<file path="config.mk">
export PLATFORM = sky130hd
export DESIGN_NAME = w2u_queue
export DESIGN_NICKNAME = d
export VERILOG_FILES = /design/src/rtl/w2u_pkg.sv /design/src/rtl/w2u_queue.sv
export SDC_FILE = /design/constraint.sdc
export NUM_CORES = 1
export LEC_CHECK = 0
export BUFFER_PORTS_ARGS = -buffer_cell sky130_fd_sc_hd__buf_2
export CAP_MARGIN = 20
export CORE_MARGIN = 8
export CORE_UTILIZATION = 50
export CTS_CLUSTER_SIZE = 24
export DETAILED_ROUTE_END_ITERATION = 8
export PLACE_DENSITY_LB_ADDON = 0.1
export SLEW_MARGIN = 10
export SYNTH_ARGS = -nofsm -noshare
export SYNTH_HDL_FRONTEND = slang
export SYNTH_SLANG_ARGS = --single-unit
</file>
<file path="constraint.sdc">
create_clock -name clk_i -period 2.6 [get_ports clk_i]
set_clock_uncertainty 0.15 [all_clocks]
set_input_delay 0 -clock clk_i [delete_from_list [all_inputs] [get_ports clk_i]]
set_output_delay 0 -clock clk_i [all_outputs]
set_load 0.01 [all_outputs]
</file>
<file path="src/rtl/w2u_pkg.sv">
`timescale 1ns / 1ps
// ----------------------------------------------------------------------------
// w2u_pkg: shared types and tables of the Windows-1252 to UTF-8 encoder
// Holds the character record passed from the front end to the back end and
// the code point table of the 0x80 to 0x9F range.
// ----------------------------------------------------------------------------
package w2u_pkg;

  localparam int unsigned W2U_BYTE_W      = 8;
  localparam int unsigned W2U_CP_W        = 16;
  localparam int unsigned W2U_QUEUE_DEPTH = 4;

  typedef logic [W2U_BYTE_W-1:0] byte_t;
  typedef logic [W2U_CP_W-1:0]   cp_t;

  // Index of the final UTF-8 byte of a character (count of bytes minus one).
  typedef logic [1:0] last_idx_t;
  localparam last_idx_t LAST_IDX_ONE   = 2'd0;
  localparam last_idx_t LAST_IDX_TWO   = 2'd1;
  localparam last_idx_t LAST_IDX_THREE = 2'd2;

  localparam cp_t   CP_REPLACEMENT = 16'hFFFD;
  localparam cp_t   CP_UNDEFINED   = 16'h0000;
  localparam cp_t   CP_TWO_BYTE_LIM = 16'h0800;
  localparam byte_t LEAD_TWO       = 8'hC0;
  localparam byte_t LEAD_THREE     = 8'hE0;
  localparam byte_t CONT_MARK      = 8'h80;

  // One encoded character, up to three UTF-8 bytes.
  typedef struct packed {
    byte_t [2:0] bytes;
    last_idx_t   last_idx;
    logic        eot;
    logic        subst;
  } w2u_char_t;

  // Code points of bytes 0x80 to 0x9F; zero marks an undefined position.
  function automatic cp_t cp1252_high(input logic [4:0] idx);
    cp_t cp;
    case (idx)
      5'h00: cp = 16'h20AC;
      5'h01: cp = CP_UNDEFINED;
      5'h02: cp = 16'h201A;
      5'h03: cp = 16'h0192;
      5'h04: cp = 16'h201E;
      5'h05: cp = 16'h2026;
      5'h06: cp = 16'h2020;
      5'h07: cp = 16'h2021;
      5'h08: cp = 16'h02C6;
      5'h09: cp = 16'h2030;
      5'h0A: cp = 16'h0160;
      5'h0B: cp = 16'h2039;
      5'h0C: cp = 16'h0152;
      5'h0D: cp = CP_UNDEFINED;
      5'h0E: cp = 16'h017D;
      5'h0F: cp = CP_UNDEFINED;
      5'h10: cp = CP_UNDEFINED;
      5'h11: cp = 16'h2018;
      5'h12: cp = 16'h2019;
      5'h13: cp = 16'h201C;
      5'h14: cp = 16'h201D;
      5'h15: cp = 16'h2022;
      5'h16: cp = 16'h2013;
      5'h17: cp = 16'h2014;
      5'h18: cp = 16'h02DC;
      5'h19: cp = 16'h2122;
      5'h1A: cp = 16'h0161;
      5'h1B: cp = 16'h203A;
      5'h1C: cp = 16'h0153;
      5'h1D: cp = CP_UNDEFINED;
      5'h1E: cp = 16'h017E;
      5'h1F: cp = 16'h0178;
      default: cp = CP_UNDEFINED;
    endcase
    return cp;
  endfunction

endpackage

</file>
<file path="src/rtl/w2u_queue.sv">
`timescale 1ns / 1ps
// ----------------------------------------------------------------------------
// w2u_queue: character queue between front end and back end
// A small register FIFO of encoded characters with a head read port.
// ----------------------------------------------------------------------------
module w2u_queue import w2u_pkg::*; #(
  parameter int unsigned Depth = W2U_QUEUE_DEPTH
) (
  input  logic      clk_i,
  input  logic      rst_ni,
  input  logic      push_i,
  input  w2u_char_t wr_data_i,
  output logic      full_o,
  input  logic      pop_i,
  output logic      rd_valid_o,
  output w2u_char_t rd_data_o
);

  localparam int unsigned PtrW = (Depth > 1) ? $clog2(Depth) : 1;
  localparam int unsigned CntW = $clog2(Depth + 1);
  localparam logic [PtrW-1:0] PtrLast = PtrW'(Depth - 1);
  localparam logic [CntW-1:0] CntFull = CntW'(Depth);

  w2u_char_t       entry_q [Depth];
  logic [PtrW-1:0] wr_ptr_q, wr_ptr_d;
  logic [PtrW-1:0] rd_ptr_q, rd_ptr_d;
  logic [CntW-1:0] count_q, count_d;

  assign full_o     = (count_q == CntFull);
  assign rd_valid_o = (count_q != '0);
  assign rd_data_o  = entry_q[rd_ptr_q];

  always_comb begin
    wr_ptr_d = wr_ptr_q;
    rd_ptr_d = rd_ptr_q;
    count_d  = count_q;
    if (push_i) begin
      wr_ptr_d = (wr_ptr_q == PtrLast) ? '0 : wr_ptr_q + 1'b1;
    end
    if (pop_i) begin
      rd_ptr_d = (rd_ptr_q == PtrLast) ? '0 : rd_ptr_q + 1'b1;
    end
    if (push_i && !pop_i) begin
      count_d = count_q + 1'b1;
    end else if (pop_i && !push_i) begin
      count_d = count_q - 1'b1;
    end
  end

  always_ff @(posedge clk_i or negedge rst_ni) begin
    if (!rst_ni) begin
      wr_ptr_q <= '0;
      rd_ptr_q <= '0;
      count_q  <= '0;
    end else begin
      wr_ptr_q <= wr_ptr_d;
      rd_ptr_q <= rd_ptr_d;
      count_q  <= count_d;
    end
  end

  always_ff @(posedge clk_i) begin
    if (push_i) begin
      entry_q[wr_ptr_q] <= wr_data_i;
    end
  end

`ifndef SYNTHESIS
  a_no_overflow: assert property (@(posedge clk_i) disable iff (!rst_ni)
    push_i |-> !full_o)
    else $error("queue written while full");
  a_no_underflow: assert property (@(posedge clk_i) disable iff (!rst_ni)
    pop_i |-> rd_valid_o)
    else $error("queue read while empty");
  a_count_track: assert property (@(posedge clk_i) disable iff (!rst_ni)
    (push_i && !pop_i) |=> (count_q == $past(count_q) + 1'b1))
    else $error("queue count lost a word");
`endif

endmodule

</file>
; Word-level counts from Yosys, hierarchy flattened
; Memories as Yosys holds them, arrays and structs flattened.
; Index checks and enable logic that the tools add are counted.
[word_totals]
mem_count = 1
output_inout_bits = 30
mem_bits_rw = 112
regBits = 7
[memory_table]
columns = name, words, width, read_ports, rd_ports_with_merged_regs, write_ports, line
row1 = entry_q, 4, 28, 1, 0, 1, w2u_queue.sv:24  ; w2u_char_t entry_q [Depth];
[classes]
add_sub_neg = 4
eq_ne = 3
reduce_logical = 6
n_mux = 6
[ops]
columns = operator, n
row1 = $mux W3, 2
row2 = $add A2 B1 Y2 const B, 2
row3 = $eq A2 B2 Y1 const B, 2
row4 = $mux W2, 2
row5 = $add A3 B1 Y3 const B, 1
row6 = $eq A3 B3 Y1 const B, 1
row7 = $reduce_bool A3 Y1, 1
row8 = $sub A3 B1 Y3 const B, 1
row9 = $logic_and A1 B1 Y1, 2
row10 = $logic_not A1 Y1, 2
row11 = $mux W1, 2
row12 = $reduce_bool A2 Y1, 1

; Depth between registers and ports, before layout
; Gate-level depths: netlist (run 1).
[depth]
depth_word = 4
ltp_mapped = 7

; Worst setup path after synthesis (run 1)
; No wires, ideal clock.
[synth_path]
kind = reg-to-reg
start = register wr_ptr_q[0]
end = memory entry_q[0][0] (netlist name), enable pin
required_ns = 2.063
stages_incl_launch_ff = 4
setup_slack_ns = 0.739
t_arrival_ns = 1.324
n_path_buf = 0
period_less_slack_ns = 1.861
path_cell_list = dfrtp_1 > inv_1 > ha_1 > and2_1
[synth_rtl]
columns = item, line
row1 = start: declaration, w2u_queue.sv:25  ; logic [PtrW-1:0] wr_ptr_q, wr_ptr_d;
row2 = start signal: assignment, w2u_queue.sv:56  ; wr_ptr_q <= wr_ptr_d;
row3 = end: declaration, w2u_queue.sv:24
; No word-level cell before the write port.

==> load_flow_metrics.sql, run 1 <==
INSERT INTO impl_metrics (metric_group, metric, value, unit) VALUES
('clocking', 'clock_sink_count', '119', ''),
('logic_synthesis', 'ys_types', '18', ''),
('clocking', 'tritoncts', 'built', ''),
('finish', 'most_common_library_cell_in_the_layout_ignoring_fill_and_taps', 'sky130_fd_sc_hd__edfxtp_1', ''),
('logic_synthesis', 'yosysSeqAreaShare', '0.794', ''),
('min_path', 'hold_start', 'wr_data_i[19]', ''),
('clocking', 'cts_hold_buffers', '32', ''),
('floorplanning', 'die_height', '110', 'um'),
('min_path', 'worst_min_delay_path_category', 'in2reg', ''),
('worst_setup_path', 'cp_num_buf_inv', '2', ''),
('worst_setup_path', 'reg2reg_from', 'rd_ptr_q[0]', ''),
('logic_synthesis', 'postSynthRegisterBits', '119', ''),
('clocking', 'clk_latency', '490', 'ps'),
('min_path', 'hold-path-cell-count', '2', ''),
('finish', 'syn2layout_area_growth', '31.4', '%'),
('routing', 'route.antenna.remaining_nets', '0', ''),
('worst_setup_path', 'worstPathArrival', '2150', 'ps'),
('global_routing', 'globalRoute.totalOverflow', '0', ''),
('global_routing', 'grt_start_max_net_pins', '24', ''),
('worst_setup_path', 'critical_path.cell_chain', 'buf_4, mux4_2, buf_2', ''),
('finish', 'layout-drive-gt1-share', '0.428', ''),
('worst_setup_path', 'critical_path_required', '2450', 'ps'),
('finish', 'stdcell_count', '421', ''),
('clocking', 'postCtsResizedCells', '0', ''),
('finish', 'num_antenna_cells', '0', ''),
('sta', 'grt_setup_unrepaired', 'no', ''),
('routing', 'drc', '0', ''),
('logic_synthesis', 'mappedNetlistArea', '4460', 'sq um'),
('finish', 'final_nets', '339', ''),
('sta', 'layout_setup_ws', '298', 'ps'),
('floorplanning', 'pin_count', '62', ''),
('worst_setup_path', 'worstSetupPathType', 'reg2out', ''),
('logic_synthesis', 'postSynthNetCount', '222', ''),
('routing', 'drt_iter0_drc', '88', ''),
('power_and_ir_drop', 'vdd.ir_drop.worst', '551', 'uV'),
('routing', 'num_vias', '2196', ''),
('worst_setup_path', 'worstPathMaxFanout', '14', ''),
('sta', 'period_minus_slack', '2300', 'ps'),
('logic_synthesis', 'synth.avg_cell_area', '24.4', 'sq um'),
('place', 'placement.io_buffers', '61', ''),
('floorplanning', 'die_width', '110', 'um'),
('place', 'gp_routability_congestion', '0.664', ''),
('floorplanning', 'floorplan.rows', '34', ''),
('place', 'post-dp-hpwl', '4880', 'um'),
('sta', 'finalHoldViolCount', '0', ''),
('routing', 'wl_per_cell', '18.2', 'um'),
('power_and_ir_drop', 'p_leak', '2.12', 'nW'),
('sta', 'report.final.setup_viol', '0', ''),
('routing', 'drt_pre_antenna_iters', '5', ''),
('clocking', 'cts-buffers-inserted', '17', ''),
('floorplanning', 'placeableCoreArea', '8680', 'sq um'),
('flow_run', 'cap_viol_max_count', '0', ''),
('logic_synthesis', 'syn_inst', '183', ''),
('global_routing', 'grt_first_pass_wirelength', '12500', 'um'),
('clocking', 'clock_tree.buffer_depth', '2', ''),
('global_routing', 'gr-usage-all-layers', '0.133', ''),
('place', 'dpl_worst_slack', '739', 'ps'),
('worst_setup_path', 'crit_path_start_kind', 'flip-flop', ''),
('sta', 'layout_worst_path_cycle_share', '0.885', ''),
('floorplanning', 'floorplan.initialDensity', '0.514', ''),
('place', 'dp_cells', '357', ''),
('clocking', 'worst_setup_hold_path_clk_slew', '60', 'ps'),
('power_and_ir_drop', 'powerDensity', '1120', 'nW/um^2'),
('sta', 'worst_pin_slew', '466', 'ps'),
('finish', 'final_cell_mix', 'sky130_fd_sc_hd__edfxtp_1 (112), sky130_fd_sc_hd__buf_2 (61), sky130_fd_sc_hd__dlygate4sd3_1 (32)', ''),
('clocking', 'clock_tree.htree_level_count', '4', ''),
('sta', 'finalMaxSlewViolations', '0', ''),
('run_status', 'run_status', 'finished, final reports clean', ''),
('floorplanning', 'floorplan.die_area', '12200', 'sq um'),
('clocking', 'post_cts_buffers', '0', ''),
('worst_setup_path', 'reg2regPathDepth', '3', '');
==> power by group <==
group          total [W]  internal (W)  switching, W
clock            0.00226       0.00147      0.000797
sequential       0.00266       0.00247      0.000185
combinational    0.00161      0.000840      0.000774
==> worst reg2reg max path: cells and delay by family (launching register included) <==
kind	cells	cell delay (ps)
flip-flops	1	660
buffers and inverters	1	310
adder cells (fa/ha/maj)	1	250
multiplexers	1	260
==> worst max path at each step <==
| stage | end | depth (start not counted) | startpoint | slack [ps] |
|---|---|---|---|---|
| after CTS | rd_data_o[6] | 3 | rd_ptr_q[0] | 210 |
| after global routing | rd_data_o[5] | 3 | rd_ptr_q[0] | 150 |
| after detailed placement | rd_data_o[0] | 3 | rd_ptr_q[0] | 740 |
| final | rd_data_o[8] | 3 | rd_ptr_q[0] | 300 |
| after global placement | rd_data_o[0] | 3 | rd_ptr_q[0] | 750 |
| after floorplan | entry_q[0][0] | 3 | wr_ptr_q[0] | 740 |
==> final cells by class <==
cell class	count	area (sq um)
sequential	119	3540
tap	108	135
fill	575	2820
inverter	4	15.0
multi-input combinational	54	853
clock buffer	18	418
timing repair buffer	104	721
clock inverter	14	174
==> logic make-up (layout without fill, tap and decap cells) <==
group                      after synthesis  after routing  synth area share
buffers and inverters                   10            140            0.0149
and+or+nand+nor                         11             11            0.0129
xor gates and xnor gates                 3              3           0.00589
AOI/OAI and AO/OA                        2              2           0.00225
muxes                                   31             31             0.149
DFF                                    119            119             0.794
adders and majority gates                7              7            0.0213
==> synth_stat cells, drive strengths merged <==
cell type / instances / area (sq um)
or3: 1 / 6.26
inv: 4 / 15.0
o21ai: 2 / 10.0
nor3b: 1 / 7.51
buf: 6 / 51.3
xor2: 2 / 17.5
nor2: 3 / 11.3
nand2: 2 / 7.51
dfrtp: 7 / 175
fa: 1 / 20.0
mux2: 3 / 33.8
ha: 6 / 75.1
edfxtp: 112 / 3360
and2: 4 / 25.0
xnor2: 1 / 8.76
mux4: 28 / 631
==> registers in the layout (all words and copies together), names as in the netlist <==
| signal | flops |
|---|---|
| wr_ptr_q | 2 |
| rd_ptr_q | 2 |
| count_q | 3 |
| entry_q | 112 |
==> stage by stage <==
step                      hold WS, ps  power, W  utilization  cell area (sq um)
after global routing             81.5   0.00686        0.675               5860
after detailed placement         -301   0.00432        0.570               4940
after floorplan                  -446   0.00372            -               4460
final                             100   0.00653        0.675               5860
after global placement           -303   0.00430        0.570               4940
after CTS                        75.0   0.00663        0.675               5860
==> layer usage <==
metal  vias up  global-route usage  share of wire  routed length, um
li1       1000                   -              -                  -
met1      1132               0.154           0.42               3210
met2        56               0.219           0.53               4050
met3         8              0.0557          0.048                368
met4         0              0.0423         0.0070                 54
met5         -                   0              0                  0
(Power assumes the default switching activity.)
==> run 2: changes to the inputs <==
Settings changed: CORE_ASPECT_RATIO set to 2, PLACE_DENSITY set to 0.73, PLACE_DENSITY_LB_ADDON 0.1 to unset.
==> load_flow_metrics.sql, run 2 (same netlist as run 1, synthesis figures left out) <==
INSERT INTO impl_metrics (metric_group, metric, value, unit) VALUES
('finish', 'final_cell_mix', 'sky130_fd_sc_hd__edfxtp_1 (112), sky130_fd_sc_hd__buf_2 (61), sky130_fd_sc_hd__dlygate4sd3_1 (32)', ''),
('finish', 'n_fill_cell', '580', ''),
('power_and_ir_drop', 'cellInternalPower', '0.00472', 'W'),
('global_routing', 'gr-usage-all-layers', '0.146', ''),
('floorplanning', 'die_width', '82.8', 'um'),
('routing', 'wl_per_cell', '19.4', 'um'),
('min_path', 'hold_start', 'wr_data_i[6]', ''),
('routing', 'routed_wl', '8020', 'um'),
('clocking', 'worst_setup_hold_path_clk_slew', '50', 'ps'),
('place', 'placement.io_buffers', '61', ''),
('worst_setup_path', 'setup_slack_of_the_most_critical_reg_to_reg_path', '960', 'ps'),
('min_path', 'worst_hold_path.endpoint', 'entry_q[3][6]', ''),
('global_routing', 'antenna_violations_before_repair', '0', ''),
('sta', 'finalHoldViolCount', '0', ''),
('power_and_ir_drop', 'design_power_total', '0.00645', 'W'),
('sta', 'grt_setup_unrepaired', 'no', ''),
('global_routing', 'grt_first_pass_wirelength', '12900', 'um'),
('worst_setup_path', 'reg2regPathDepth', '2', ''),
('floorplanning', 'floorplan.rows', '49', ''),
('place', 'gp_routability_congestion', '0.690', ''),
('floorplanning', 'die_height', '150', 'um'),
('finish', 'number_of_flip_flops_under_the_largest_register_name', '112', ''),
('floorplanning', 'floorplan.die_area', '12400', 'sq um'),
('worst_setup_path', 'worstPathArrival', '1890', 'ps'),
('sta', 'layout_worst_path_cycle_share', '0.786', ''),
('clocking', 'tritoncts', 'built', ''),
('place', 'post-dp-hpwl', '5210', 'um'),
('power_and_ir_drop', 'share_of_total_power_in_sequential_cells', '0.411', ''),
('clocking', 'cts.root.buffer_cell', 'sky130_fd_sc_hd__clkbuf_16', ''),
('finish', 'syn2layout_area_growth', '30.3', '%'),
('power_and_ir_drop', 'vdd.ir_drop.worst', '671', 'uV'),
('routing', 'drt_pre_antenna_iters', '4', ''),
('clocking', 'clock_tree.htree_level_count', '4', ''),
('power_and_ir_drop', 'p_leak', '2.10', 'nW'),
('clocking', 'cts-buffers-inserted', '17', ''),
('sta', 'worst_pin_slew', '672', 'ps'),
('sta', 'report.final.setup_viol', '0', ''),
('routing', 'route.antenna.remaining_nets', '0', ''),
('routing', 'detail_route.vias_per_cell', '5.30', ''),
('worst_setup_path', 'worstPathMaxFanout', '16', ''),
('floorplanning', 'pin_count', '62', ''),
('flow_run', 'cap_viol_max_count', '0', ''),
('worst_setup_path', 'critical_path.reg2reg.endpoint', 'rd_ptr_q[1]', ''),
('clocking', 'clk_latency', '400', 'ps'),
('clocking', 'clock_tree.buffer_depth', '2', ''),
('worst_setup_path', 'reg2reg_from', 'rd_ptr_q[1]', ''),
('finish', 'largest-register', 'entry_q', ''),
('worst_setup_path', 'type_of_destination_of_the_critical_path', 'output pin', ''),
('routing', 'drc', '0', ''),
('sta', 'fmax', '489', 'MHz'),
('run_status', 'run_status', 'finished, final reports clean', ''),
('worst_setup_path', 'critical_path_required', '2450', 'ps'),
('place', 'dp_cells', '350', ''),
('floorplanning', 'placeableCoreArea', '8830', 'sq um'),
('power_and_ir_drop', 'combPwrFrac', '0.257', ''),
('finish', 'reg.largest.list', 'entry_q: 112 flops, count_q: 3 flops', ''),
('floorplanning', 'floorplan.initialDensity', '0.505', ''),
('clocking', 'clock_sink_count', '119', ''),
('global_routing', 'globalRoute.totalOverflow', '0', ''),
('routing', 'drt_iter0_drc', '119', ''),
('sta', 'max_slew_margin', '0.552', ''),
('worst_setup_path', 'crit_path_start_kind', 'flip-flop', ''),
('finish', 'num_antenna_cells', '0', ''),
('worst_setup_path', 'worstSetupPathType', 'reg2out', ''),
('routing', 'num_vias', '2190', ''),
('finish', 'most_common_library_cell_in_the_layout_ignoring_fill_and_taps', 'sky130_fd_sc_hd__edfxtp_1', ''),
('power_and_ir_drop', 'p_switching', '0.00173', 'W'),
('sta', 'final.setup.tns', '0', 'ps'),
('finish', 'stdcell_count', '413', ''),
('global_routing', 'vias_in_the_first_global_route', '2545', ''),
('finish', 'layout-drive-gt1-share', '0.412', ''),
('min_path', 'worst_min_delay_path_category', 'in2reg', ''),
('power_and_ir_drop', 'switching_share', '0.268', ''),
('global_routing', 'grt_start_max_net_pins', '25', ''),
('power_and_ir_drop', 'powerDensity', '1110', 'nW/um^2'),
('sta', 'period_minus_slack', '2040', 'ps'),
('power_and_ir_drop', 'pwr-share-clk', '0.332', ''),
('min_path', 'hold-path-cell-count', '2', ''),
('finish', 'final_nets', '338', ''),
('sta', 'finalMaxSlewViolations', '0', '');
run 2: worst max path at each step:
stage | startpoint | endpoint | slack, ps | cells after the start
global route | rd_ptr_q[1] | rd_data_o[19] | 460 | 3
finish | rd_ptr_q[1] | rd_data_o[9] | 560 | 3
global placement | rd_ptr_q[1] | rd_data_o[9] | 960 | 3
CTS | rd_ptr_q[1] | rd_data_o[9] | 510 | 3
floorplan | wr_ptr_q[0] | entry_q[0][0] | 740 | 3
detailed placement | rd_ptr_q[1] | rd_ptr_q[1] | 940 | 2
run 2: timing repair:
item | 4_1_cts | 5_1_grt
hold endpoints to repair | 124 | 0
buffers inserted | 0 | 0
resized for setup | 0 | 0
hold buffers | 32 | 0
run 2: area by class of cell:
class / count / area [sq um] / area share
flip-flops and latches: 119 / 3540 / 0.610
multi-input cells: 54 / 853 / 0.147
repair buffers: 103 / 726 / 0.125
clock buffers: 20 / 437 / 0.0752
well taps: 102 / 128 / 0.0220
clock inverters: 11 / 109 / 0.0187
inverters: 4 / 15.0 / 0.00259
run 2: power by group through the flow:
stage | sequential [W] | clock, W | combinational [W]
after floorplan | 0.00259 | 0 | 0.00113
after global placement | 0.00266 | 0 | 0.00163
after detailed placement | 0.00269 | 0 | 0.00167
after CTS | 0.00266 | 0.00217 | 0.00171
after global routing | 0.00269 | 0.00227 | 0.00180
final | 0.00265 | 0.00214 | 0.00166
run 2: critical path, cell delays in order (launching register included):
cell and delay (ps):
sky130_fd_sc_hd__dfrtp_1 770, sky130_fd_sc_hd__buf_12 240, sky130_fd_sc_hd__mux4_2 310, sky130_fd_sc_hd__buf_2 160
run 2: per-layer routing:
metal  share of wire  GRT usage  up-vias
met2            0.53      0.240       74
met1            0.38      0.155     1104
met3           0.069     0.0650       15
li1                -          -      997
met5               0          0        -
met4           0.015     0.0617        0
run 2: through the flow:
stage | utilization | hold WS (ps) | setup slack (ps) | instance area, sq um
2_1_floorplan | - | -446 | 739 | 4460
3_3_place_gp | 0.560 | -309 | 956 | 4940
3_5_place_dp | 0.560 | -309 | 935 | 4940
4_1_cts | 0.658 | 173 | 511 | 5810
5_1_grt | 0.658 | 180 | 459 | 5810
6_report | 0.658 | 198 | 556 | 5810
